`src/rtl/core/tlbp_pkg.sv`:
```
// ----------------------------------------------------------------------------
// tlbp_pkg: two-level local branch predictor package
// Shared sizes, command codes and counter constants.
// ----------------------------------------------------------------------------
package tlbp_pkg;

   // default table sizes
   localparam int HISTORY_ENTRIES_DEF = 512;
   localparam int PATTERN_ROWS_DEF    = 64;
   localparam int PATTERN_COLUMNS_DEF = 8;

   // history slot comes from pc above the lowest bits
   localparam int PC_COLUMN_SHIFT = 3;
   localparam int PC_WIDTH        = 32;

   // command codes
   localparam logic CMD_PREDICT = 1'b0;
   localparam logic CMD_UPDATE  = 1'b1;

   // two-bit saturating counter
   localparam logic [1:0] COUNTER_MAX   = 2'd3;
   localparam logic [1:0] COUNTER_MIN   = 2'd0;
   localparam logic [1:0] COUNTER_RESET = 2'd1;

endpackage

```
`src/rtl/core/tlbp_if.sv`:
```
// ----------------------------------------------------------------------------
// tlbp_req_if / tlbp_rsp_if: predictor channels
// Valid/ready channels for request and response words.
// ----------------------------------------------------------------------------
interface tlbp_req_if;
   logic        valid;
   logic        ready;
   logic        cmd;
   logic [31:0] branch_pc;
   logic        outcome_taken;

   modport source (output valid, output cmd, output branch_pc, output outcome_taken,
                   input ready);
   modport sink   (input valid, input cmd, input branch_pc, input outcome_taken,
                   output ready);
endinterface

interface tlbp_rsp_if;
   logic valid;
   logic ready;
   logic predict_taken;

   modport source (output valid, output predict_taken, input ready);
   modport sink   (input valid, input predict_taken, output ready);
endinterface

```
`src/rtl/core/two_level_local_branch_predictor.sv`:
```
// ----------------------------------------------------------------------------
// two_level_local_branch_predictor: local-history two-level predictor
// Per-address history table feeding a column-by-row table of 2-bit counters.
// ----------------------------------------------------------------------------
// Flow: a predict word is accepted, then the slot reduce, history read and
// counter read steps run in turn before the response is valid; one word in
// flight. Any history or column count that is not a power of two adds a
// reciprocal remainder step to the slot reduce, and a stalled response holds
// the word in its last step. Reset: a clearing pass over max(HISTORY_ENTRIES,
// COLUMNS*ROWS) entries (512 by default), ready low.
// ----------------------------------------------------------------------------
module two_level_local_branch_predictor #(
   parameter int HISTORY_ENTRIES = tlbp_pkg::HISTORY_ENTRIES_DEF,
   parameter int PATTERN_ROWS    = tlbp_pkg::PATTERN_ROWS_DEF,
   parameter int PATTERN_COLUMNS = tlbp_pkg::PATTERN_COLUMNS_DEF
) (
   input  logic      clock,
   input  logic      reset,
   tlbp_req_if.sink  req_chan,
   tlbp_rsp_if.source rsp_chan
);

   // sizes
   localparam int HW        = $clog2(HISTORY_ENTRIES);            // history index
   localparam int RW        = $clog2(PATTERN_ROWS);               // history value
   localparam int CW        = (PATTERN_COLUMNS > 1) ? $clog2(PATTERN_COLUMNS) : 1;
   localparam int CNT_DEPTH = PATTERN_COLUMNS * PATTERN_ROWS;
   localparam int CIW       = $clog2(CNT_DEPTH);                  // counter index
   localparam int CLR_DEPTH = (HISTORY_ENTRIES > CNT_DEPTH) ? HISTORY_ENTRIES : CNT_DEPTH;
   localparam int CLW       = $clog2(CLR_DEPTH);
   localparam int SLOT_W    = tlbp_pkg::PC_WIDTH - tlbp_pkg::PC_COLUMN_SHIFT;

   // sequencer codes
   localparam logic [2:0] S_CLEAR  = 3'd0;
   localparam logic [2:0] S_IDLE   = 3'd1;
   localparam logic [2:0] S_REDUCE = 3'd2;
   localparam logic [2:0] S_HIST   = 3'd3;
   localparam logic [2:0] S_EXEC   = 3'd4;

   logic [2:0]     state_ff, state_in;
   logic [CLW-1:0] clr_ff, clr_in;

   // captured request word
   logic        cmd_ff, cmd_in;
   logic [31:0] pc_ff, pc_in;
   logic        taken_ff, taken_in;

   logic [CIW-1:0] cidx_ff, cidx_in;
   logic [RW-1:0]  hist_ff, hist_in;

   logic rsp_valid_ff, rsp_valid_in;
   logic rsp_taken_ff, rsp_taken_in;

   logic req_fire;
   logic start;

   // slot reduction
   logic          col_done, hslot_done;
   logic [CW-1:0] col;
   logic [HW-1:0] hslot;

   // memories
   logic [RW-1:0] hist_mem [HISTORY_ENTRIES];
   logic [1:0]    cnt_mem  [CNT_DEPTH];
   logic [RW-1:0] hist_rd_ff;
   logic [1:0]    cnt_rd_ff;

   logic          hist_we;
   logic [HW-1:0] hist_waddr;
   logic [RW-1:0] hist_wdata;
   logic          cnt_we;
   logic [CIW-1:0] cnt_waddr;
   logic [1:0]    cnt_wdata;
   logic [CIW-1:0] cnt_raddr;

   // update arithmetic
   logic [RW:0]   hist_shift;
   logic [RW-1:0] hist_next;
   logic [1:0]    cnt_next;
   logic          rsp_stall;
   logic          clr_hist_hit, clr_cnt_hit;

   assign req_chan.ready = (state_ff == S_IDLE);
   assign req_fire       = req_chan.valid && req_chan.ready;
   assign start          = req_fire;

   // column = pc mod columns, history slot = (pc >> 3) mod entries
   tlbp_mod_unit #(
      .DIVISOR   (PATTERN_COLUMNS),
      .WIDTH     (tlbp_pkg::PC_WIDTH),
      .REM_WIDTH (CW)
   ) u_col_mod (
      .clock     (clock),
      .reset     (reset),
      .start     (start),
      .value     (pc_ff),
      .done      (col_done),
      .remainder (col)
   );

   tlbp_mod_unit #(
      .DIVISOR   (HISTORY_ENTRIES),
      .WIDTH     (SLOT_W),
      .REM_WIDTH (HW)
   ) u_slot_mod (
      .clock     (clock),
      .reset     (reset),
      .start     (start),
      .value     (pc_ff[tlbp_pkg::PC_WIDTH-1:tlbp_pkg::PC_COLUMN_SHIFT]),
      .done      (hslot_done),
      .remainder (hslot)
   );

   // counter address: col * rows + history (wraps safely, true value < depth)
   assign cnt_raddr = CIW'(CIW'(col) * CIW'(PATTERN_ROWS)) + CIW'(hist_rd_ff);

   // shift outcome in, keep below rows (value < 2*rows: one compare/subtract)
   assign hist_shift = {hist_ff, taken_ff};
   assign hist_next  = (hist_shift >= (RW + 1)'(PATTERN_ROWS))
                     ? RW'(hist_shift - (RW + 1)'(PATTERN_ROWS))
                     : RW'(hist_shift);

   always_comb begin
      cnt_next = cnt_rd_ff;
      if (taken_ff) begin
         if (cnt_rd_ff != tlbp_pkg::COUNTER_MAX) begin
            cnt_next = cnt_rd_ff + 2'd1;
         end
      end else begin
         if (cnt_rd_ff != tlbp_pkg::COUNTER_MIN) begin
            cnt_next = cnt_rd_ff - 2'd1;
         end
      end
   end

   // a predict response must wait for the output register to drain
   assign rsp_stall = (cmd_ff == tlbp_pkg::CMD_PREDICT) && rsp_valid_ff && !rsp_chan.ready;

   assign clr_hist_hit = ({1'b0, clr_ff} < (CLW + 1)'(HISTORY_ENTRIES));
   assign clr_cnt_hit  = ({1'b0, clr_ff} < (CLW + 1)'(CNT_DEPTH));

   // write port muxing: clearing pass or update write-back
   always_comb begin
      hist_we    = 1'b0;
      hist_waddr = hslot;
      hist_wdata = hist_next;
      cnt_we     = 1'b0;
      cnt_waddr  = cidx_ff;
      cnt_wdata  = cnt_next;
      if (state_ff == S_CLEAR) begin
         hist_we    = clr_hist_hit;
         hist_waddr = clr_ff[HW-1:0];
         hist_wdata = '0;
         cnt_we     = clr_cnt_hit;
         cnt_waddr  = clr_ff[CIW-1:0];
         cnt_wdata  = tlbp_pkg::COUNTER_RESET;
      end else if (state_ff == S_EXEC && cmd_ff == tlbp_pkg::CMD_UPDATE) begin
         hist_we = 1'b1;
         cnt_we  = 1'b1;
      end
   end

   // sequencer
   always_comb begin
      state_in     = state_ff;
      clr_in       = clr_ff;
      cmd_in       = cmd_ff;
      pc_in        = pc_ff;
      taken_in     = taken_ff;
      cidx_in      = cidx_ff;
      hist_in      = hist_ff;
      rsp_valid_in = rsp_valid_ff;
      rsp_taken_in = rsp_taken_ff;

      if (rsp_chan.ready) begin
         rsp_valid_in = 1'b0;
      end

      case (state_ff)
         S_CLEAR: begin
            clr_in = clr_ff + 1'b1;
            if (clr_ff == CLW'(CLR_DEPTH - 1)) begin
               state_in = S_IDLE;
            end
         end
         S_IDLE: begin
            if (req_fire) begin
               cmd_in   = req_chan.cmd;
               pc_in    = req_chan.branch_pc;
               taken_in = req_chan.outcome_taken;
               state_in = S_REDUCE;
            end
         end
         S_REDUCE: begin
            // history read issued once both slots are known
            if (col_done && hslot_done) begin
               state_in = S_HIST;
            end
         end
         S_HIST: begin
            // history word is back; counter read issued this cycle
            hist_in  = hist_rd_ff;
            cidx_in  = cnt_raddr;
            state_in = S_EXEC;
         end
         S_EXEC: begin
            if (!rsp_stall) begin
               if (cmd_ff == tlbp_pkg::CMD_PREDICT) begin
                  rsp_valid_in = 1'b1;
                  rsp_taken_in = cnt_rd_ff[1];
               end
               state_in = S_IDLE;
            end
         end
         default: begin
            state_in = S_IDLE;
         end
      endcase
   end

   always_ff @(posedge clock) begin
      if (reset) begin
         state_ff     <= S_CLEAR;
         clr_ff       <= '0;
         rsp_valid_ff <= 1'b0;
      end else begin
         state_ff     <= state_in;
         clr_ff       <= clr_in;
         rsp_valid_ff <= rsp_valid_in;
      end
      cmd_ff       <= cmd_in;
      pc_ff        <= pc_in;
      taken_ff     <= taken_in;
      cidx_ff      <= cidx_in;
      hist_ff      <= hist_in;
      rsp_taken_ff <= rsp_taken_in;
   end

   // history table: one write, one registered read
   always_ff @(posedge clock) begin
      if (hist_we) begin
         hist_mem[hist_waddr] <= hist_wdata;
      end
      hist_rd_ff <= hist_mem[hslot];
   end

   // pattern counters: one write, one registered read
   always_ff @(posedge clock) begin
      if (cnt_we) begin
         cnt_mem[cnt_waddr] <= cnt_wdata;
      end
      cnt_rd_ff <= cnt_mem[cnt_raddr];
   end

   assign rsp_chan.valid         = rsp_valid_ff;
   assign rsp_chan.predict_taken = rsp_taken_ff;

endmodule

```
`src/rtl/core/tlbp_mod_unit.sv`:
```
// ----------------------------------------------------------------------------
// tlbp_mod_unit: remainder by a constant
// Power-of-two divisor: plain mask, always done. Otherwise a reciprocal
// multiply gives the quotient, then one multiply-subtract gives the remainder;
// both are registered, and done stays low until the remainder register is ready.
// ----------------------------------------------------------------------------
module tlbp_mod_unit #(
   parameter int DIVISOR   = 8,
   parameter int WIDTH     = 32,
   parameter int REM_WIDTH = (DIVISOR > 1) ? $clog2(DIVISOR) : 1
) (
   input  logic                 clock,
   input  logic                 reset,
   input  logic                 start,
   input  logic [WIDTH-1:0]     value,
   output logic                 done,
   output logic [REM_WIDTH-1:0] remainder
);

   localparam bit IS_POW2 = ((DIVISOR & (DIVISOR - 1)) == 0);

   generate
      if (IS_POW2) begin : g_mask
         assign remainder = value[REM_WIDTH-1:0] & REM_WIDTH'(DIVISOR - 1);
         assign done      = 1'b1;
      end else begin : g_recip
         // floor(x / D) = (x * MAGIC) >> (WIDTH + DL) for every WIDTH-bit x
         localparam int              DL    = $clog2(DIVISOR);
         localparam int              SHIFT = WIDTH + DL;
         localparam longint unsigned MAGIC = ((64'd1 << SHIFT) / 64'(DIVISOR)) + 64'd1;
         localparam int              PW    = 2 * WIDTH + 2;

         logic [1:0]           phase_ff, phase_in;
         logic [WIDTH-1:0]     quot_ff;
         logic [REM_WIDTH-1:0] rem_ff;
         logic [PW-1:0]        prod;

         // value holds steady from the cycle after start
         assign prod = PW'(value) * PW'(MAGIC);

         always_comb begin
            phase_in = phase_ff;
            if (start) begin
               phase_in = 2'd2;
            end else if (phase_ff != 2'd0) begin
               phase_in = phase_ff - 2'd1;
            end
         end

         always_ff @(posedge clock) begin
            if (reset) begin
               phase_ff <= 2'd0;
            end else begin
               phase_ff <= phase_in;
            end
            quot_ff <= WIDTH'(prod >> SHIFT);
            rem_ff  <= REM_WIDTH'(value - WIDTH'(DIVISOR) * quot_ff);
         end

         assign remainder = rem_ff;
         assign done      = (phase_ff == 2'd0);
      end
   endgenerate

endmodule

```
`src/flat_wrapper.sv`:
```
// flat-port wrapper written by rule: the top's interface ports become plain ports
module two_level_local_branch_predictor_flat 
#(
   parameter int HISTORY_ENTRIES = tlbp_pkg::HISTORY_ENTRIES_DEF,
   parameter int PATTERN_ROWS    = tlbp_pkg::PATTERN_ROWS_DEF,
   parameter int PATTERN_COLUMNS = tlbp_pkg::PATTERN_COLUMNS_DEF
)
  (clock, reset, req_chan_valid, req_chan_cmd, req_chan_branch_pc, req_chan_outcome_taken, req_chan_ready, rsp_chan_valid, rsp_chan_predict_taken, rsp_chan_ready);
  tlbp_req_if req_chan_i ();
  tlbp_rsp_if rsp_chan_i ();
  input  logic clock;
  input  logic reset;
  input wire logic [$bits(req_chan_i.valid)-1:0] req_chan_valid;
  input wire logic [$bits(req_chan_i.cmd)-1:0] req_chan_cmd;
  input wire logic [$bits(req_chan_i.branch_pc)-1:0] req_chan_branch_pc;
  input wire logic [$bits(req_chan_i.outcome_taken)-1:0] req_chan_outcome_taken;
  output wire logic [$bits(req_chan_i.ready)-1:0] req_chan_ready;
  output wire logic [$bits(rsp_chan_i.valid)-1:0] rsp_chan_valid;
  output wire logic [$bits(rsp_chan_i.predict_taken)-1:0] rsp_chan_predict_taken;
  input wire logic [$bits(rsp_chan_i.ready)-1:0] rsp_chan_ready;
  assign req_chan_i.valid = req_chan_valid;
  assign req_chan_i.cmd = req_chan_cmd;
  assign req_chan_i.branch_pc = req_chan_branch_pc;
  assign req_chan_i.outcome_taken = req_chan_outcome_taken;
  assign req_chan_ready = req_chan_i.ready;
  assign rsp_chan_valid = rsp_chan_i.valid;
  assign rsp_chan_predict_taken = rsp_chan_i.predict_taken;
  assign rsp_chan_i.ready = rsp_chan_ready;
  two_level_local_branch_predictor #(.HISTORY_ENTRIES(HISTORY_ENTRIES), .PATTERN_ROWS(PATTERN_ROWS), .PATTERN_COLUMNS(PATTERN_COLUMNS)) u_core (.clock(clock), .reset(reset), .req_chan(req_chan_i), .rsp_chan(rsp_chan_i));
endmodule
```
`config.mk`:
```
export PLATFORM = sky130hd
export DESIGN_NAME = two_level_local_branch_predictor_flat
export DESIGN_NICKNAME = d
export VERILOG_FILES = /design/src/rtl/core/tlbp_pkg.sv /design/src/rtl/core/tlbp_if.sv /design/src/rtl/core/two_level_local_branch_predictor.sv /design/src/rtl/core/tlbp_mod_unit.sv /design/src/flat_wrapper.sv
export SDC_FILE = /design/constraint.sdc
export NUM_CORES = 2
export LEC_CHECK = 0
export BUFFER_PORTS_ARGS = -buffer_cell sky130_fd_sc_hd__buf_4
export CAP_MARGIN = 5
export CORE_MARGIN = 10
export CORE_UTILIZATION = 30
export CTS_BUF_LIST = sky130_fd_sc_hd__clkbuf_2 sky130_fd_sc_hd__clkbuf_4 sky130_fd_sc_hd__clkbuf_8
export CTS_CLUSTER_DIAMETER = 200
export DETAILED_ROUTE_END_ITERATION = 6
export GPL_ROUTABILITY_DRIVEN = 0
export PLACE_DENSITY_LB_ADDON = 0.1
export SETUP_SLACK_MARGIN = 0.05
export SLEW_MARGIN = 20
export SYNTH_ARGS = -nofsm -noshare
export SYNTH_HDL_FRONTEND = slang
export SYNTH_HIERARCHICAL = 1
export SYNTH_SLANG_ARGS = --single-unit
```
`constraint.sdc`:
```
create_clock -name clock -period 29.7 [get_ports clock]
set_clock_uncertainty 0.15 [all_clocks]
set_input_delay 5.94 -clock clock [delete_from_list [all_inputs] [get_ports clock]]
set_output_delay 5.94 -clock clock [all_outputs]
set_load 0.02 [all_outputs]
```
==> metrics.md <==
| Metric | Value |
|---|---|
| Outcome | `completed` |
| Share of cells above drive strength 1 | `0.2083` |
| Resize count post-CTS | `0` |
| Worst r2r src | `u_core/pc_ff[3]` |
| Initial core utilization | `0.3008` |
| Syn_nets | `8997` |
| Crit path max fanout | `10` |
| Delay-heaviest family, CP | `flip-flops` |
| I/O Pins | `41` |
| Avg WL per Cell | `28.90 um` |
| Final cycle utilization of the critical path | `0.2802` |
| CP required | `23.61 ns` |
| Critical path's slowest cell | `dfxtp_1` |
| Mapped Avg Cell Area | `18.41 um2` |
| DP Wirelength | `285300 um` |
| Drt pass-1 iters | `6` |
| WL final | `494000 um` |
| H-tree levels | `6` |
| Worst Path Buf+Inv | `1` |
| F_max | `0.1202 GHz` |
| Hold buffers post-CTS | `0` |
| PnR worst setup slack | `21.38 ns` |
| Synthesized area | `0.1649 mm2` |
| RSZ-0062 raised after global routing | `no` |
| Crit path cell chain | `nor3b_1 -> buf_4` |
| Root buf cell | `clkbuf_8` |
| Gr usage total | `0.1642` |
| Maxcap violations | `0` |
| Worst reg-to-reg path cell count | `12` |
| DR iter-0 viols | `6759` |
| Nets@finish | `9311` |
| Smallest hold slack | `0.3521 ns` |
| Final hold viol count | `0` |
| Placeable Area | `0.5483 mm2` |
| VDD IR max | `0.00004704 V` |
| Area growth, synth to finish | `12.88%` |
| Final Core Density | `0.3395` |
| Die Y | `761.4 um` |
| Flop2flop setup slack | `23.17 ns` |
| Final TNS setup | `0 ns` |
| Post-Place Worst Slack | `22.07 ns` |
| Post-route ant nets | `0` |
| Kind of critical path | `reg -> out` |
| Instance count on the critical path | `2` |
| CTS tree | `built` |
| Row cnt | `272` |
| Count of final max-slew check failures | `0` |
| DR top layer | `met5` |
| Vias | `86600` |
| Crit path to | `req_chan_ready` |
| Pin count of the biggest net entering global routing | `237` |
| Commonest non-fill, non-tap cell in the layout | `edfxtp_1` |
| Post-Syn Instances | `8957` |
| WL met3 | `26540 um` |
| Actual slew at the worst max-slew pin | `1.157 ns` |
| Total global routing overflow | `0` |
| Die area | `0.5798 mm2` |
| First-pass GRT wire length | `694500 um` |
| Leak pwr | `0.05043 uW` |
| # DRC | `0` |
| # setup viols final | `0` |
| Worst path max stage delay | `0.56 ns` |
| # fillers | `51810` |
| Routed vias/inst | `5.067` |
| Minimum clock period | `8.321 ns` |
| Reg2reg end | `u_core/hist_rd_ff[5]` |
| Quantity of I/O buffers inserted on ports | `20` |
| Arr. time, crit path | `2.23 ns` |
| Die Width | `761.4 um` |
| Critical Path Source Type | `flop` |
| Setup Buffers After CTS | `0` |
| Most frequent cells in the layout | `edfxtp_1 (4120), nor2_1 (1215), mux2i_1 (837), clkbuf_8 (720), mux4_2 (632)` |
| Clk Latency, worst-skew pair | `1.27 ns` |
| Met2 wire length | `235400 um` |
| Clock Pin Slew Worst Setup and Hold Paths | `0.06 ns` |
| Pwr dens | `61.18 mW/mm2` |
| # clock sinks | `4141` |
| Crit path capture type | `output pin` |
| Number of global-route vias before repair | `91150` |
| Initial antenna violation count | `21` |
| Synthesis Warnings | `6` |
| Worst Hold Class | `reg -> reg` |
| DRT met1 WL | `217300 um` |
| Crit path launch | `u_core/state_ff[0]` |
| Cts bufs inserted | `719` |
| Worst slew margin | `0.2256` |
| Bufs on Longest Clock Path | `4` |
[worst register-to-register path, delay by kind of cell, from the launching register on]
| kind | cells | cell delay [ns] |
|---|---|---|
| AO/OA/AOI/OAI | 3 | 0.94 |
| buffers and inverters | 5 | 2.91 |
| flip-flops | 1 | 0.32 |
| multiplexers | 1 | 0.27 |
| AND/OR/NAND/NOR | 3 | 1.79 |
[report_power, final]
| group | switching [uW] | total, uW | internal (uW) |
|---|---|---|---|
| registers | 1.49 | 6340 | 6330 |
| logic | 50.0 | 58.1 | 8.11 |
| clock network | 2360 | 5000 | 2640 |
| total | 2410 | 11400 | 8980 |
[layout make-up]
class / count / area, um2 / share of cell area
Antenna cell: 14 / 35.03 / 0.0001882
Clock buffer: 969 / 11780 / 0.06327
Clock inverter: 297 / 1765 / 0.009484
Inverter: 12 / 77.57 / 0.0004167
Multi-Input combinational cell: 4177 / 37340 / 0.2006
Sequential cell: 4141 / 124200 / 0.6669
Tap cell: 7261 / 9085 / 0.04880
Timing Repair Buffer: 220 / 1917 / 0.01030
[metrics by stage]
| step | power (uW) | instance area, um2 | std cells |
|---|---|---|---|
| after floorplan | 6473 | 164900 | 8957 |
| after global placement | 6515 | 172500 | 15810 |
| after detailed placement | 6515 | 172500 | 15810 |
| after CTS | 11580 | 186100 | 17080 |
| after global routing | 11840 | 186100 | 17080 |
| final | 11390 | 186200 | 17090 |
[state kept, by name (all words and copies together) (netlist names)]
| register | count |
|---|---|
| u_core/rsp_chan.predict_taken | 1 |
| u_core/cnt_rd_ff | 2 |
| u_core/rsp_chan.valid | 1 |
| u_core/cmd_ff | 1 |
| u_core/clr_ff | 9 |
| u_core/pc_ff | 12 |
| u_core/hist_rd_ff | 6 |
| u_core/taken_ff | 1 |
| u_core/cnt_mem | 1024 |
| u_core/hist_mem | 3072 |
| u_core/state_ff | 3 |
| u_core/cidx_ff | 9 |
[worst min path at each step]
stage / startpoint / to / cells after the start
3_5_place_dp: u_core/clr_ff[8] / u_core/clr_ff[8] / 2
2_1_floorplan: u_core/hist_rd_ff[1] / u_core/cidx_ff[1] / 0
3_3_place_gp: u_core/clr_ff[8] / u_core/clr_ff[8] / 2
6_report: u_core/clr_ff[8] / u_core/clr_ff[8] / 2
4_1_cts: u_core/clr_ff[8] / u_core/clr_ff[8] / 2
5_1_grt: u_core/clr_ff[8] / u_core/clr_ff[8] / 2
[metal layers]
metal  vias up  track usage
met5         -            0
met4        10      0.04789
met3       779      0.03065
met2      2412       0.2692
met1     46270       0.2225
li1      37130            -
No activity file was read; power rests on OpenSTA's default activity.
